**src/design/ssmm_pkg.sv**
```systemverilog
// ssmm_pkg: shared widths, types and the sequencer state encoding for the
// sample sorter. No dependencies; compile first.
package ssmm_pkg;

  localparam int DATA_W = 32;
  localparam int RANK_W = 6;

  typedef logic [DATA_W-1:0] data_t;
  typedef logic [RANK_W-1:0] rank_t;

  // One-hot sequencer states
  typedef enum logic [8:0] {
    S_IDLE = 9'b000000001,
    S_CMP  = 9'b000000010,
    S_PUT  = 9'b000000100,
    S_ST0  = 9'b000001000,
    S_ST1  = 9'b000010000,
    S_ST2  = 9'b000100000,
    S_ST3  = 9'b001000000,
    S_ERD  = 9'b010000000,
    S_ELD  = 9'b100000000
  } ssmm_state_t;

  // Sequencer to output stage: load one result word
  typedef struct packed {
    logic  load;
    rank_t rank;
    logic  last;
    data_t min_value;
    data_t median_value;
    data_t max_value;
  } ssmm_emit_t;

endpackage

```
**src/design/ssmm_if.sv**
```systemverilog
// ssmm_if: valid/ready channel interfaces for sample input and sorted output.
// Depends on ssmm_pkg.
interface ssmm_in_if import ssmm_pkg::*; ();
  logic  valid;
  logic  ready;
  data_t sample_value;

  modport source (output valid, output sample_value, input ready);
  modport sink   (input valid, input sample_value, output ready);
endinterface

interface ssmm_out_if import ssmm_pkg::*; ();
  logic  valid;
  logic  ready;
  data_t sorted_value;
  rank_t rank;
  logic  last_of_run;
  data_t min_value;
  data_t median_value;
  data_t max_value;

  modport source (
    output valid, output sorted_value, output rank, output last_of_run,
    output min_value, output median_value, output max_value, input ready
  );
  modport sink (
    input valid, input sorted_value, input rank, input last_of_run,
    input min_value, input median_value, input max_value, output ready
  );
endinterface

```
**src/design/ssmm_ram.sv**
```systemverilog
// ssmm_ram: generic single-write, single-read synchronous RAM with a
// registered read port. No dependencies.
module ssmm_ram #(
  parameter int WIDTH  = 32,
  parameter int DEPTH  = 16,
  parameter int ADDR_W = (DEPTH > 1) ? $clog2(DEPTH) : 1
) (
  input  logic              clk,
  input  logic              we,
  input  logic [ADDR_W-1:0] waddr,
  input  logic [WIDTH-1:0]  wdata,
  input  logic              re,
  input  logic [ADDR_W-1:0] raddr,
  output logic [WIDTH-1:0]  rdata
);

  logic [WIDTH-1:0] mem [DEPTH];

  always_ff @(posedge clk) begin
    if (we) begin
      mem[waddr] <= wdata;
    end
    if (re) begin
      rdata <= mem[raddr];
    end
  end

endmodule

```
**src/design/ssmm_seq.sv**
```systemverilog
// ssmm_seq: insertion and readout sequencer. Drives the sample RAM and hands
// result words to the output stage. Depends on ssmm_pkg.
module ssmm_seq import ssmm_pkg::*; #(
  parameter int RUN_LENGTH = 16,
  parameter int ADDR_W     = (RUN_LENGTH > 1) ? $clog2(RUN_LENGTH) : 1
) (
  input  logic              clk,
  input  logic              rst_n,
  input  logic              in_valid,
  input  data_t             in_data,
  output logic              in_ready,
  input  logic              out_free,
  output logic              ram_we,
  output logic [ADDR_W-1:0] ram_waddr,
  output data_t             ram_wdata,
  output logic              ram_re,
  output logic [ADDR_W-1:0] ram_raddr,
  input  data_t             ram_rdata,
  output ssmm_emit_t        emit
);

  localparam logic [ADDR_W-1:0] LastIdx = ADDR_W'(RUN_LENGTH - 1);
  localparam logic [ADDR_W-1:0] MidIdx  = ADDR_W'(RUN_LENGTH / 2);

  ssmm_state_t       state_r, state_nxt;
  logic [ADDR_W-1:0] fill_r, fill_nxt;
  logic [ADDR_W-1:0] pos_r, pos_nxt;
  logic [ADDR_W-1:0] idx_r, idx_nxt;
  data_t             v_r, v_nxt;
  data_t             min_r, min_nxt;
  data_t             med_r, med_nxt;
  data_t             max_r, max_nxt;
  logic              run_done;

  assign run_done = (fill_r == LastIdx);
  assign in_ready = (state_r == S_IDLE);

  always_comb begin
    state_nxt = state_r;
    fill_nxt  = fill_r;
    pos_nxt   = pos_r;
    idx_nxt   = idx_r;
    v_nxt     = v_r;
    min_nxt   = min_r;
    med_nxt   = med_r;
    max_nxt   = max_r;
    ram_we    = 1'b0;
    ram_waddr = pos_r;
    ram_wdata = v_r;
    ram_re    = 1'b0;
    ram_raddr = idx_r;
    emit              = '0;
    emit.rank         = RANK_W'(idx_r);
    emit.last         = (idx_r == LastIdx);
    emit.min_value    = min_r;
    emit.median_value = med_r;
    emit.max_value    = max_r;

    case (state_r)
      S_IDLE: begin
        if (in_valid) begin
          v_nxt = in_data;
          if (fill_r == '0) begin
            pos_nxt   = '0;
            state_nxt = S_PUT;
          end else begin
            pos_nxt   = fill_r;
            ram_re    = 1'b1;
            ram_raddr = fill_r - 1'b1;
            state_nxt = S_CMP;
          end
        end
      end
      S_CMP: begin
        // read data is the entry just below pos
        ram_we = 1'b1;
        if (ram_rdata > v_r) begin
          ram_wdata = ram_rdata;
          pos_nxt   = pos_r - 1'b1;
          if (pos_r != ADDR_W'(1)) begin
            ram_re    = 1'b1;
            ram_raddr = (pos_r - 1'b1) - 1'b1;
          end else begin
            state_nxt = S_PUT;
          end
        end else begin
          if (run_done) begin
            fill_nxt  = '0;
            state_nxt = S_ST0;
          end else begin
            fill_nxt  = fill_r + 1'b1;
            state_nxt = S_IDLE;
          end
        end
      end
      S_PUT: begin
        ram_we = 1'b1;
        if (run_done) begin
          fill_nxt  = '0;
          state_nxt = S_ST0;
        end else begin
          fill_nxt  = fill_r + 1'b1;
          state_nxt = S_IDLE;
        end
      end
      S_ST0: begin
        ram_re    = 1'b1;
        ram_raddr = '0;
        state_nxt = S_ST1;
      end
      S_ST1: begin
        min_nxt   = ram_rdata;
        ram_re    = 1'b1;
        ram_raddr = MidIdx;
        state_nxt = S_ST2;
      end
      S_ST2: begin
        med_nxt   = ram_rdata;
        ram_re    = 1'b1;
        ram_raddr = LastIdx;
        state_nxt = S_ST3;
      end
      S_ST3: begin
        max_nxt   = ram_rdata;
        idx_nxt   = '0;
        state_nxt = S_ERD;
      end
      S_ERD: begin
        if (out_free) begin
          ram_re    = 1'b1;
          ram_raddr = idx_r;
          state_nxt = S_ELD;
        end
      end
      S_ELD: begin
        emit.load = 1'b1;
        if (idx_r == LastIdx) begin
          state_nxt = S_IDLE;
        end else begin
          idx_nxt   = idx_r + 1'b1;
          state_nxt = S_ERD;
        end
      end
      default: begin
        state_nxt = S_IDLE;
      end
    endcase
  end

  always_ff @(posedge clk) begin
    if (!rst_n) begin
      state_r <= S_IDLE;
      fill_r  <= '0;
      idx_r   <= '0;
    end else begin
      state_r <= state_nxt;
      fill_r  <= fill_nxt;
      idx_r   <= idx_nxt;
    end
  end

  always_ff @(posedge clk) begin
    pos_r <= pos_nxt;
    v_r   <= v_nxt;
    min_r <= min_nxt;
    med_r <= med_nxt;
    max_r <= max_nxt;
  end

  // a compare step always has a stored entry below the insertion point
  a_cmp_pos: assert property (@(posedge clk) disable iff (!rst_n)
    state_r == S_CMP |-> pos_r != '0)
    else $error("compare step with insertion point at zero");

  // the store is written only while a sample is being inserted
  a_we_insert: assert property (@(posedge clk) disable iff (!rst_n)
    ram_we |-> (state_r == S_CMP || state_r == S_PUT))
    else $error("store written outside insertion");

  // a result word is loaded only into a free output stage
  a_load_free: assert property (@(posedge clk) disable iff (!rst_n)
    emit.load |-> out_free)
    else $error("result loaded over a waiting word");

  // fill count stays below the run length
  a_fill_range: assert property (@(posedge clk) disable iff (!rst_n)
    fill_r <= LastIdx)
    else $error("fill count out of range");

  // input is taken only between runs, never during readout
  a_no_take_readout: assert property (@(posedge clk) disable iff (!rst_n)
    (state_r == S_ERD || state_r == S_ELD) |-> !in_ready)
    else $error("input ready during readout");

endmodule

```
**src/design/sample_sort_min_median_max.sv**
```systemverilog
// sample_sort_min_median_max: top level of the run sorter with min, median
// and max. Depends on ssmm_pkg, ssmm_if, ssmm_ram and ssmm_seq.
//
// Usage
//   in_ch  : one 32-bit unsigned sample per word (valid/ready).
//   out_ch : after the RUN_LENGTH-th sample of a run, RUN_LENGTH words in
//            ascending order, each with its rank, a last-of-run flag on the
//            final word and the run's min, median (sorted entry
//            RUN_LENGTH/2) and max. Other samples produce no word.
// Operation
//   Inserting a sample into a run that already holds n samples shifts
//   up its s larger entries (s <= n) one slot each, then writes the sample;
//   the shift walk is bounded by the single read and single write port of
//   the sample RAM, one entry per cycle. Only one sample is in flight.
//   Readout fetches min, median and max (S_ST0..S_ST3), then per word a RAM
//   read (S_ERD, held until out_free) and an output register load (S_ELD).
// Reset and stall
//   Reset clears the fill count and the sequencer; RAM contents are left
//   as they are, since an entry is always written before it is read.
//   A stalled receiver holds the output word and the readout waits; the
//   final word of a run may wait while the next run's samples are taken.
module sample_sort_min_median_max import ssmm_pkg::*; #(
  parameter int RUN_LENGTH = 16
) (
  input  logic      clk,
  input  logic      rst_n,
  ssmm_in_if.sink   in_ch,
  ssmm_out_if.source out_ch
);

  localparam int AddrW = (RUN_LENGTH > 1) ? $clog2(RUN_LENGTH) : 1;

  logic             ram_we;
  logic [AddrW-1:0] ram_waddr;
  data_t            ram_wdata;
  logic             ram_re;
  logic [AddrW-1:0] ram_raddr;
  data_t            ram_rdata;
  ssmm_emit_t       emit;
  logic             out_free;

  // output register
  logic  out_valid_r;
  data_t sorted_r;
  rank_t rank_r;
  logic  last_r;
  data_t min_r;
  data_t med_r;
  data_t max_r;

  // the output register can take a word when empty or draining this cycle
  assign out_free = !out_valid_r || out_ch.ready;

  ssmm_ram #(
    .WIDTH (DATA_W),
    .DEPTH (RUN_LENGTH),
    .ADDR_W(AddrW)
  ) u_store (
    .clk  (clk),
    .we   (ram_we),
    .waddr(ram_waddr),
    .wdata(ram_wdata),
    .re   (ram_re),
    .raddr(ram_raddr),
    .rdata(ram_rdata)
  );

  ssmm_seq #(
    .RUN_LENGTH(RUN_LENGTH),
    .ADDR_W    (AddrW)
  ) u_seq (
    .clk      (clk),
    .rst_n    (rst_n),
    .in_valid (in_ch.valid),
    .in_data  (in_ch.sample_value),
    .in_ready (in_ch.ready),
    .out_free (out_free),
    .ram_we   (ram_we),
    .ram_waddr(ram_waddr),
    .ram_wdata(ram_wdata),
    .ram_re   (ram_re),
    .ram_raddr(ram_raddr),
    .ram_rdata(ram_rdata),
    .emit     (emit)
  );

  // hold the word while the receiver stalls, drop it once taken
  always_ff @(posedge clk) begin
    if (!rst_n) begin
      out_valid_r <= 1'b0;
    end else if (emit.load) begin
      out_valid_r <= 1'b1;
    end else if (out_ch.ready) begin
      out_valid_r <= 1'b0;
    end
  end

  // payload: sorted value comes straight from the RAM read register
  always_ff @(posedge clk) begin
    if (emit.load) begin
      sorted_r <= ram_rdata;
      rank_r   <= emit.rank;
      last_r   <= emit.last;
      min_r    <= emit.min_value;
      med_r    <= emit.median_value;
      max_r    <= emit.max_value;
    end
  end

  assign out_ch.valid        = out_valid_r;
  assign out_ch.sorted_value = sorted_r;
  assign out_ch.rank         = rank_r;
  assign out_ch.last_of_run  = last_r;
  assign out_ch.min_value    = min_r;
  assign out_ch.median_value = med_r;
  assign out_ch.max_value    = max_r;

endmodule

```
**src/flat_wrapper.sv**
```systemverilog
// flat-port wrapper written by rule: the top's interface ports become plain ports
module sample_sort_min_median_max_flat import ssmm_pkg::*;
#(
  parameter int RUN_LENGTH = 16
)
  (clk, rst_n, in_ch_valid, in_ch_sample_value, in_ch_ready, out_ch_valid, out_ch_sorted_value, out_ch_rank, out_ch_last_of_run, out_ch_min_value, out_ch_median_value, out_ch_max_value, out_ch_ready);
  ssmm_in_if in_ch_i ();
  ssmm_out_if out_ch_i ();
  input  logic clk;
  input  logic rst_n;
  input wire logic [$bits(in_ch_i.valid)-1:0] in_ch_valid;
  input wire logic [$bits(in_ch_i.sample_value)-1:0] in_ch_sample_value;
  output wire logic [$bits(in_ch_i.ready)-1:0] in_ch_ready;
  output wire logic [$bits(out_ch_i.valid)-1:0] out_ch_valid;
  output wire logic [$bits(out_ch_i.sorted_value)-1:0] out_ch_sorted_value;
  output wire logic [$bits(out_ch_i.rank)-1:0] out_ch_rank;
  output wire logic [$bits(out_ch_i.last_of_run)-1:0] out_ch_last_of_run;
  output wire logic [$bits(out_ch_i.min_value)-1:0] out_ch_min_value;
  output wire logic [$bits(out_ch_i.median_value)-1:0] out_ch_median_value;
  output wire logic [$bits(out_ch_i.max_value)-1:0] out_ch_max_value;
  input wire logic [$bits(out_ch_i.ready)-1:0] out_ch_ready;
  assign in_ch_i.valid = in_ch_valid;
  assign in_ch_i.sample_value = in_ch_sample_value;
  assign in_ch_ready = in_ch_i.ready;
  assign out_ch_valid = out_ch_i.valid;
  assign out_ch_sorted_value = out_ch_i.sorted_value;
  assign out_ch_rank = out_ch_i.rank;
  assign out_ch_last_of_run = out_ch_i.last_of_run;
  assign out_ch_min_value = out_ch_i.min_value;
  assign out_ch_median_value = out_ch_i.median_value;
  assign out_ch_max_value = out_ch_i.max_value;
  assign out_ch_i.ready = out_ch_ready;
  sample_sort_min_median_max #(.RUN_LENGTH(RUN_LENGTH)) u_core (.clk(clk), .rst_n(rst_n), .in_ch(in_ch_i), .out_ch(out_ch_i));
endmodule
```
**config.mk**
```make
export PLATFORM = sky130hd
export DESIGN_NAME = sample_sort_min_median_max_flat
export DESIGN_NICKNAME = d
export VERILOG_FILES = /design/src/design/ssmm_pkg.sv /design/src/design/ssmm_if.sv /design/src/design/ssmm_ram.sv /design/src/design/ssmm_seq.sv /design/src/design/sample_sort_min_median_max.sv /design/src/flat_wrapper.sv
export SDC_FILE = /design/constraint.sdc
export NUM_CORES = 1
export LEC_CHECK = 0
export BUFFER_PORTS_ARGS = -buffer_cell sky130_fd_sc_hd__buf_4
export CAP_MARGIN = 10
export CORE_ASPECT_RATIO = 0.75
export CORE_MARGIN = 1.5
export CORE_UTILIZATION = 50
export DETAILED_ROUTE_END_ITERATION = 8
export GPL_TIMING_DRIVEN = 0
export PLACE_DENSITY = 0.79
export SYNTH_ARGS = -nofsm -noshare
export SYNTH_HDL_FRONTEND = slang
export SYNTH_HIERARCHICAL = 1
export SYNTH_SLANG_ARGS = --single-unit
```
**constraint.sdc**
```tcl
create_clock -name clk -period 6.9 [get_ports clk]
set_input_delay 1.035 -clock clk [delete_from_list [all_inputs] [get_ports clk]]
set_output_delay 1.035 -clock clk [all_outputs]
set_load 0.02 [all_outputs]
```
==> results of run 1 <==
==> worst max-delay path by stage <==
stage | start | to | cells after the start
after floorplan | u_core/u_seq/state_r[0]$_SDFFE_PN1P_ | u_core/u_seq/state_r[0]$_SDFFE_PN1P_ | 6
after global placement | u_core/u_seq/state_r[5]$_SDFFE_PN0P_ | u_core/u_store/mem[8][16]$_DFFE_PP_ | 6
after detailed placement | u_core/u_store/rdata[29]$_DFFE_PP_ | u_core/u_store/rdata[4]$_DFFE_PP_ | 14
after CTS | u_core/u_store/rdata[29]$_DFFE_PP_ | u_core/u_store/rdata[4]$_DFFE_PP_ | 14
after global routing | u_core/u_store/rdata[29]$_DFFE_PP_ | u_core/u_store/rdata[4]$_DFFE_PP_ | 14
final | u_core/u_store/rdata[25]$_DFFE_PP_ | u_core/u_store/rdata[4]$_DFFE_PP_ | 14
==> critical path, cell delays in order, from the launching register on <==
cell and delay (ns):
edfxtp_1 0.60, ha_1 0.41, nand4_1 0.23, nor4_4 0.53, nor2b_2 0.32, and2b_1 0.17, a22o_2 0.17, buf_6 0.14
o21ai_0 0.09, a2bb2oi_1 0.29, buf_2 0.36, buf_2 0.50, mux4_2 0.56, a22oi_1 0.38, nand2_1 0.12
==> metrics by stage <==
step                instance area [µm²]  util, %  setup slack [ns]
CTS                               36400     59.9              1.85
detailed placement                33900     55.8              1.93
global route                      36400     60.0              1.64
global placement                  33100     54.6            -0.618
finish                            36400     60.0              1.73
floorplan                         30800        -              1.88
==> layout by cell type, fill, tap and decap left out, types with 13 or more instances in the layout <==
cell type	netlist	routed
edfxtp_1	811	811
buf_4	15	194
mux4_2	128	128
nand2_1	100	100
clkbuf_16	0	80
a22oi_1	64	64
inv_1	43	43
clkbuf_1	21	40
ha_1	40	40
o21ai_1	32	32
a21oi_1	22	22
dfxtp_1	18	18
o21ai_0	17	17
buf_6	1	16
clkinv_2	0	15
buf_12	0	15
nor2_1	27	15
nand3_1	14	13
==> sequential cells by signal, summed over array words and instances, names as in the netlist <==
| signal | cells |
|---|---|
| u_core/u_store/mem | 512 |
| u_core/out_ch.max_value | 32 |
| u_core/out_ch.median_value | 32 |
| u_core/out_ch.min_value | 32 |
| u_core/out_ch.sorted_value | 32 |
| u_core/u_seq/max_r | 32 |
| u_core/u_seq/med_r | 32 |
| u_core/u_seq/min_r | 32 |
| u_core/u_seq/v_r | 32 |
| u_core/u_store/rdata | 32 |
| u_core/u_seq/state_r | 9 |
| u_core/out_ch.rank | 6 |
| u_core/u_seq/fill_r | 4 |
| u_core/u_seq/idx_r | 4 |
| u_core/u_seq/ram_waddr | 4 |
| u_core/out_ch.last_of_run | 1 |
| u_core/out_ch.valid | 1 |
==> cell families (layout without fill, tap and decap cells) <==
| logic type | Yosys count | in the layout |
|---|---|---|
| fa+ha+maj | 40 | 40 |
| flops | 829 | 829 |
| xor+xnor | 11 | 11 |
| buf+inv | 101 | 458 |
| compound gates | 166 | 166 |
| other cells | 1 | 2 |
| simple gates | 202 | 202 |
| mux | 132 | 132 |
==> layer usage <==
layer | up-vias | GRT usage [%]
li1 | 6618 | -
met1 | 8164 | 30.3
met3 | 156 | 5.73
met4 | 0 | 7.98
met5 | - | 0
met2 | 1101 | 36.2
==> power groups by stage <==
| stage | combinational (W) | clock, W | sequential [W] |
|---|---|---|---|
| after global routing | 0.00204 | 0.00445 | 0.00580 |
| after global placement | 0.00178 | 0 | 0.00590 |
| after floorplan | 0.00132 | 0 | 0.00587 |
| final | 0.00192 | 0.00420 | 0.00579 |
| after detailed placement | 0.00187 | 0 | 0.00590 |
| after CTS | 0.00191 | 0.00427 | 0.00579 |
==> area by class of cell <==
| cell class | count | area [µm²] |
|---|---|---|
| plain buffers | 58 | 295 |
| clock buffers | 99 | 2070 |
| clock inverters | 43 | 448 |
| fillers | 4022 | 24300 |
| inverters | 43 | 161 |
| multi-input cells | 553 | 5800 |
| flip-flops and latches | 829 | 24700 |
| well taps | 800 | 1000 |
| repair buffers | 215 | 1920 |
==> metrics, run 1 <==
status=complete, no violations; DRT Pass-1 Iters=5; CP required=7.26 ns; Critical Path AT=5.53 ns; sequential share of power=about half; total wire length=around 71000 µm; Met1 Routed Length=between 20000 and 30000 µm; first-pass GRT wire length=104000 µm; Die W=290 µm; Synth area leader=edfxtp_1; Worst Setup Start Kind=flip-flop; Fin Setup TNS=0 ns; #FFs+latches synth=around 830; row count=78; Static Leak=12.0 nW; Final Setup Violations=0; top fanout value on the critical path=10; CTS buffer count=78; Sw Ratio=24.8%; Reg2Reg Depth=14; RR Startpoint=u_core/u_store/rdata[25]$_DFFE_PP_; # IOs=173; Worst Min Path Start=u_core/u_seq/med_r[18]$_DFFE_PP_; crit path capture type=flip-flop; final worst path period need=5.17 ns; Seq/Total Area, Yosys=around four fifths; input/output buffers=approximately 170; Avg Inst Size Synth=~21 µm²; routed vias=16039; period utilization=roughly three quarters; Synth top area share=79.0%; WL met2=33900 µm; H-Tree Depth=3; mapped cell area=30800 µm²; top routing layer used=met4; core box area=60700 µm²; CTS tree=done; vias in the first global route=approximately 16000; MaxCap Viol Count=0; P_sw=between 0.002 and 0.003 W; Comb pwr share=approximately 16%; total grt overflow=0; final net count=~1900; Post-CTS Setup Bufs=0; Commonest cells post-synth=811 x edfxtp_1, 128 x mux4_2, 100 x nand2_1, 64 x a22oi_1, 43 x inv_1; Max Slew Vio Count=0; clock power share=a little over a third; Worst Hold Class=reg2reg; global-route usage over all layers=22.6%; largest net degree at the start of global routing=63; worst slew pin tran=1.18 ns; Die Area=about 63000 µm²; clk buf depth=3; WHS Endpoint=u_core/out_ch.median_value[18]$_DFFE_PP_; top-count cell post-synth=edfxtp_1; top_reg_cell synth=edfxtp_1; Min Hold Slack=0.418 ns; routed vias/inst=6.08; RSZ-0062 raised after global routing=no; non-filler cells, final=around 2600; layout cells sized above 1=28.4%; post-synth cell types=69; Final HPWL DP=44000 µm; xor/xnor share of the synthesized area=0.312%; Synth area leaders=edfxtp_1 79%, mux4_2 9.3%, ha_1 1.6%, a22oi_1 1.6%, nand2_1 1.2%; Clock transition at path regs=~0.06 ns; GPL Wtd Cong=approximately 0.85; Max-Slew Margin vs Limit=21.0%; Worst Skew=0.0271 ns; Pwr per Cell Area=327 nW/µm²; Worst VDD drop=232 µV; mux cell area share after synthesis=9.48%; final hold vios=0; largest family of logic cells by synthesized area=multiplexers; DR iter-0 viols=between 2000 and 2500; Diodes inserted=0; Pint=about 0.0090 W; Crit Path Category=reg2reg; ANT nets after route=0; Worst R2R Setup Slack=approximately 1.7 ns; Synth Area in Adders=1.62%; clock tree sinks=about 830; initial antenna violation count=1; Initial Util=50.8%; PnR Total Power=0.0119 W; Post-Synthesis Cells=1482; worst hold path stage count=0; Syn-to-layout area delta=18.1%; number of synthesized flops with an enable pin=roughly 810; placed cell count=~2500; DRC violations left=0; maximum clock frequency=0.193 GHz; Clock Root Buffer=clkbuf_16; Clock Latency Late Sink=0.63 ns; Die Y=218 µm; met3 wire length=8520 µm; post_cts resized=0; Synth Area in Compound Gates=3.58%; Post-Synth Simple-Gate Area=3.36%; # hold bufs at CTS=0; capturing point of the worst reg2reg path=u_core/u_store/rdata[4]$_DFFE_PP_; DR WL/cell=approximately 27 µm; ys async rst share=0%; Synth Warn #=6
Note: power is estimated with default switching activity, not from simulation.
==> run 2: changes to the inputs <==
--- a/config.mk
+++ b/config.mk
@@ -5,6 +5,7 @@
 export SDC_FILE = /design/constraint.sdc
 export NUM_CORES = 1
 export LEC_CHECK = 0
+export ABC_AREA = 1
 export BUFFER_PORTS_ARGS = -buffer_cell sky130_fd_sc_hd__buf_4
 export CAP_MARGIN = 10
 export CORE_ASPECT_RATIO = 0.75
==> constraint.sdc (replaced) <==
create_clock -name clk -period 4.8 [get_ports clk]
set_input_delay 0.72 -clock clk [delete_from_list [all_inputs] [get_ports clk]]
set_output_delay 0.72 -clock clk [all_outputs]
set_load 0.02 [all_outputs]
==> metrics, run 2 <==
most frequent cells in the layout=811 x edfxtp_1, 761 x nand2_1, 470 x inv_1, 413 x nand3_1, 181 x buf_4; final hold vios=0; Worst Min Path Start=in_ch_sample_value[9]; status=complete, no violations; Initial Util=50.7%; Worst Setup Start Kind=flip-flop; clock tree sinks=between 800 and 900; Avg Inst Size Synth=12.0 µm²; Reg2Reg Depth=16; total wire length=87800 µm; Synth Warn #=6; top_reg_cell synth=edfxtp_1; core box area=67100 µm²; Final Setup Violations=0; total grt overflow=0; number of synthesized flops with an enable pin=811; Post-Synthesis Cells=2839; CP required=slightly above 5 ns; final worst slack=between 0.1 and 0.15 ns; Pint=0.0146 W; Top reg by flops=u_core/u_store/mem; layout cells sized above 1=~16%; post-synth cell types=46; crit path from=u_core/u_store/rdata[31]$_DFFE_PP_; DR iter-0 viols=between 3000 and 4000; Util after Layout=59.2%; global-route usage over all layers=roughly a quarter; Finished Cell Area=39700 µm²; routed vias/inst=5.53; crit path capture type=flip-flop; Worst Hold Class=in2reg; #FFs+latches synth=just over 800; commonest non-fill, non-tap cell in the layout=edfxtp_1; CTS buffer count=80; DRC violations left=0; Static Leak=16.1 nW; Min Hold Slack=0.245 ns; post_cts resized=0; GPL Wtd Cong=0.889; Pwr per Cell Area=603 nW/µm²; clock power share=25.5%; Die W=304 µm; dpl ws=0.280 ns; input/output buffers=172; CTS tree=done; Synth top area share=71.6%; Comb pwr share=37.7%; Critical Path AT=5.04 ns; initial antenna violation count=1; RSZ-0062 raised after global routing=no; capturing point of the worst reg2reg path=u_core/u_store/rdata[31]$_DFFE_PP_; Synth area leaders=edfxtp_1 72%, nand2_1 8.4%, nand3_1 6.1%, inv_1 5.2%, ha_1 1.5%; Commonest cells post-synth=811 x edfxtp_1, 761 x nand2_1, 472 x inv_1, 414 x nand3_1, 45 x nor2_1; top fanout value on the critical path=10; DRT Pass-1 Iters=8; DR WL/cell=21.6 µm; Clock transition at path regs=0.06 ns; Clock Root Buffer=clkbuf_16; worst slew pin tran=1.14 ns; Final HPWL DP=just under 60000 µm; final net count=between 3000 and 4000; first-pass GRT wire length=about 130000 µm; max FFs per register=512; ANT nets after route=0; ys async rst share=0%; Worst R2R Setup Slack=0.12 ns; H-Tree Depth=3; WHS Endpoint=u_core/u_seq/v_r[9]$_DFFE_PP_; period utilization=97.6%; routed vias=22461; placed cell count=3921; MaxCap Viol Count=0; Worst VDD drop=slightly below 400 µV; top-count cell post-synth=edfxtp_1; Post-CTS Setup Bufs=0; RR Startpoint=u_core/u_store/rdata[31]$_DFFE_PP_; # hold bufs at CTS=0; # IOs=173; mapped cell area=34000 µm²; Clock Latency Late Sink=between 0.6 and 0.7 ns; Syn-to-layout area delta=16.7%; Worst Skew=0.0261 ns; row count=82; final worst path period need=4.68 ns; sequential share of power=36.7%; Die Y=~230 µm; DP Area=approximately 37000 µm²; worst hold path stage count=1; Crit Path Category=reg2reg; non-filler cells, final=4062; largest net degree at the start of global routing=34; Diodes inserted=0; Synth area leader=edfxtp_1; Die Area=69600 µm²; Sw Ratio=between 30% and 40%; Max-Slew Margin vs Limit=about a quarter; vias in the first global route=around 22000; clk buf depth=3; maximum clock frequency=~0.21 GHz; P_sw=0.00936 W; Max Slew Vio Count=0; Seq/Total Area, Yosys=72.6%
## run 2: cell count changes in the layout (fill, tap and decap cells not counted), sizes merged, moves of 5 or more
cell    change
a22oi      -64
nand2     +689
xnor2       -5
nor2b       -7
nor2       +28
inv       +431
a21oi       +5
clkinv      +6
mux4      -128
nand2b      -6
nand3     +402
clkbuf      -6
nand4       -5
buf        +47
## run 2: per-layer routing
metal  vias up  global-route usage (%)  wire [µm]
met4         0                    9.20       3060
met1     10570                    35.0      33200
met3       233                    6.01      12100
met2      1661                    39.1      39500
li1       9997                       -          -
met5         -                       0          0
## run 2: area by class of cell
cell class / instances / area, µm²
Fill cell: 4871 / 27400
Sequential cell: 829 / 24700
Multi-Input combinational cell: 1417 / 6840
Clock buffer: 98 / 2110
Timing Repair Buffer: 199 / 1880
Inverter: 478 / 1800
Tap cell: 882 / 1100
Buffer: 116 / 808
Clock inverter: 43 / 434
## run 2: power by group through the flow
stage	Sequential (W)	Combinational [W]	Clock, W
6_report	0.00880	0.00903	0.00612
5_1_grt	0.00881	0.00952	0.00646
4_1_cts	0.00879	0.00867	0.00617
3_5_place_dp	0.00894	0.00859	0
3_3_place_gp	0.00895	0.00824	0
2_1_floorplan	0.00887	0.00540	0
## run 2: kinds of logic after synthesis
| family | after synthesis | synth area share [%] |
|---|---|---|
| buffers and inverters | 594 | 7.68 |
| and+or+nand+nor | 1287 | 16.4 |
| AOI/OAI and AO/OA | 81 | 1.59 |
| adders and majority gates | 40 | 1.47 |
| DFF | 829 | 72.6 |
| other | 1 | 0.0110 |
| xor gates and xnor gates | 7 | 0.180 |
## run 2: per-stage QoR
stage | TNS [ns] | total power [W]
2_1_floorplan | 0 | 0.0143
3_3_place_gp | -100.43 | 0.0172
3_5_place_dp | 0 | 0.0175
4_1_cts | 0 | 0.0236
5_1_grt | 0 | 0.0248
6_report | 0 | 0.0239
## run 2: worst max path at each step
| stage | end | slack [ns] | cells past startpoint |
|---|---|---|---|
| finish | u_core/u_store/rdata[31]$_DFFE_PP_ | 0.12 | 16 |
| global route | u_core/u_store/rdata[28]$_DFFE_PP_ | 0.03 | 16 |
| CTS | u_core/u_store/rdata[28]$_DFFE_PP_ | 0.27 | 16 |
| detailed placement | u_core/u_store/rdata[1]$_DFFE_PP_ | 0.28 | 16 |
| global placement | u_core/u_seq/idx_r[3]$_SDFFE_PN0P_ | -1.18 | 8 |
| floorplan | u_core/u_seq/idx_r[3]$_SDFFE_PN0P_ | 0.08 | 8 |
## run 2: worst max-delay path, cell delays in order (launching register included)
cell and delay, ns:
edfxtp_1 0.57, ha_1 0.39, nand2_1 0.09, nor2_1 0.06, nand2_1 0.14, inv_1 0.05
a21oi_1 0.57, nand2_4 0.17, nand2_1 0.16, nand2_1 0.07, nand3_1 0.07, nand4_1 0.25
inv_2 0.36, buf_1 0.89, nand3_1 0.29, nand3_1 0.15, nand2_1 0.13
==> run 3: changes to the inputs <==
--- a/config.mk
+++ b/config.mk
@@ -11,6 +11,7 @@
 export CORE_ASPECT_RATIO = 0.75
 export CORE_MARGIN = 1.5
 export CORE_UTILIZATION = 50
+export CTS_CLUSTER_SIZE = 10
 export DETAILED_ROUTE_END_ITERATION = 8
 export GPL_TIMING_DRIVEN = 0
 export PLACE_DENSITY = 0.79
==> constraint.sdc (replaced) <==
create_clock -name clk -period 4.8 [get_ports clk]
set_input_delay 0.48 -clock clk [delete_from_list [all_inputs] [get_ports clk]]
set_output_delay 0.48 -clock clk [all_outputs]
set_load 0.02 [all_outputs]
==> metrics, run 3 (synthesis gave the netlist of run 2 again) <==
Die W=approximately 300 µm; commonest non-fill, non-tap cell in the layout=edfxtp_1; ANT nets after route=0; total wire length=89100 µm; Critical Path AT=5.07 ns; initial antenna violation count=1; Die Area=roughly 70000 µm²; Initial Util=50.7%; Static Leak=16.3 nW; Final Setup Violations=0; Clock Latency Late Sink=0.67 ns; max FFs per register=512; routed vias/inst=5.54; GPL Wtd Cong=a little under 0.9; CP required=5.16 ns; Clock transition at path regs=about 0.06 ns; vias in the first global route=approximately 22000; non-filler cells, final=4081; Worst Min Path Start=rst_n; Top reg by flops=u_core/u_store/mem; final net count=3242; DRT Pass-1 Iters=6; Worst R2R Setup Slack=0.09 ns; Worst Skew=0.0527 ns; routed vias=22601; RR Startpoint=u_core/u_store/rdata[31]$_DFFE_PP_; layout cells sized above 1=15.4%; Worst VDD drop=387 µV; Min Hold Slack=0.0931 ns; DP Area=37100 µm²; Worst Hold Class=in2reg; final worst slack=0.0880 ns; first-pass GRT wire length=133000 µm; dpl ws=between 0.2 and 0.3 ns; worst hold path stage count=2; Syn-to-layout area delta=17.8%; total grt overflow=0; most frequent cells in the layout=811 x edfxtp_1, 761 x nand2_1, 470 x inv_1, 413 x nand3_1, 181 x buf_4; capturing point of the worst reg2reg path=u_core/u_store/rdata[30]$_DFFE_PP_; period utilization=98.2%; core box area=67100 µm²; WHS Endpoint=u_core/u_seq/state_r[0]$_SDFFE_PN1P_; H-Tree Depth=3; maximum clock frequency=between 0.2 and 0.25 GHz; Max-Slew Margin vs Limit=around a quarter; input/output buffers=172; CTS tree=done; placed cell count=3921; Crit Path Category=reg2reg; row count=between 80 and 90; worst slew pin tran=1.14 ns; largest net degree at the start of global routing=34; # IOs=around 170; clk buf depth=3; Clock Root Buffer=clkbuf_16; clock tree sinks=829; Worst Setup Start Kind=flip-flop; Max Slew Vio Count=0; Die Y=229 µm; Final HPWL DP=58200 µm; DRC violations left=0; global-route usage over all layers=approximately a quarter; MaxCap Viol Count=0; DR WL/cell=21.8 µm; CTS buffer count=93; Pwr per Cell Area=between 600 and 700 nW/µm²; Reg2Reg Depth=16; crit path capture type=flip-flop; DR iter-0 viols=3189; RSZ-0062 raised after global routing=no; Finished Cell Area=about 40000 µm²; final worst path period need=4.71 ns; Post-CTS Setup Bufs=0; top fanout value on the critical path=10; final hold vios=0; PnR Total Power=0.0241 W; status=complete, no violations
==> run 3: changes by cell type in the layout (fill, tap and decap cells not counted), moves of 5 or more <==
cell / before / now
clkinv_2: 12 / 1
dlygate4sd3_1: 0 / 32
bufinv_16: 5 / 0
clkbuf_1: 30 / 40
clkbuf_16: 81 / 93
clkinv_1: 17 / 1
==> run 3: how the worst max path moves through the flow <==
stage / end / start / slack, ns / depth (start not counted)
final: u_core/u_store/rdata[30]$_DFFE_PP_ / u_core/u_store/rdata[31]$_DFFE_PP_ / 0.09 / 16
after global routing: u_core/u_store/rdata[28]$_DFFE_PP_ / u_core/u_store/rdata[31]$_DFFE_PP_ / 0.02 / 16
after CTS: u_core/u_store/rdata[28]$_DFFE_PP_ / u_core/u_store/rdata[31]$_DFFE_PP_ / 0.27 / 16
after detailed placement: u_core/u_store/rdata[1]$_DFFE_PP_ / u_core/u_store/rdata[31]$_DFFE_PP_ / 0.28 / 16
after global placement: u_core/u_seq/idx_r[3]$_SDFFE_PN0P_ / u_core/u_seq/state_r[6]$_SDFFE_PN0P_ / -1.18 / 8
after floorplan: u_core/u_seq/idx_r[3]$_SDFFE_PN0P_ / u_core/u_seq/state_r[6]$_SDFFE_PN0P_ / 0.08 / 8
==> run 3: what timing repair did <==
action                     4_1_cts  5_1_grt
resized for setup                0        0
setup endpoints to repair        0        0
hold buffers                    32        0
hold endpoints to repair        32        0
==> run 3: metal layers <==
metal  vias up  share of wire [%]  track usage, %
met5         -                  0               0
met4         0                3.4            9.70
met3       217                 13            6.36
met2      1611                 46            39.9
met1     10741                 38            34.8
li1      10032                  -               -
==> run 3: critical path, stage by stage (launching register included) <==
cell	delay (ns)
edfxtp_1	0.58
ha_1	0.40
nand2_1	0.09
nor2_1	0.06
nand2_1	0.14
inv_1	0.05
a21oi_1	0.57
nand2_4	0.17
nand2_1	0.17
nand2_1	0.07
nand3_1	0.07
nand4_1	0.26
inv_2	0.37
buf_1	0.88
nand3_1	0.22
nand3_1	0.16
nand2_1	0.16
==> run 3: final cells by class <==
class / instances / area [µm²]
multi-input cells: 1417 / 6840
well taps: 882 / 1100
fillers: 4825 / 27000
flip-flops and latches: 829 / 24700
inverters: 478 / 1800
repair buffers: 231 / 2200
diodes: 1 / 2.50
plain buffers: 116 / 808
clock inverters: 8 / 183
clock buffers: 119 / 2430
==> run 3: metrics by stage <==
stage	util, %	TNS [ns]
2_1_floorplan	-	0
6_report	59.7	0
3_3_place_gp	54.3	-100.43
3_5_place_dp	55.4	0
4_1_cts	59.7	0
5_1_grt	59.7	0
==> run 3: report_power, final <==
group | switching [W] | total (W) | internal (W) | leakage [nW]
registers | 0.000170 | 0.00880 | 0.00863 | 7.46
clock network | 0.00270 | 0.00625 | 0.00355 | 1.26
logic | 0.00649 | 0.00904 | 0.00254 | 7.55
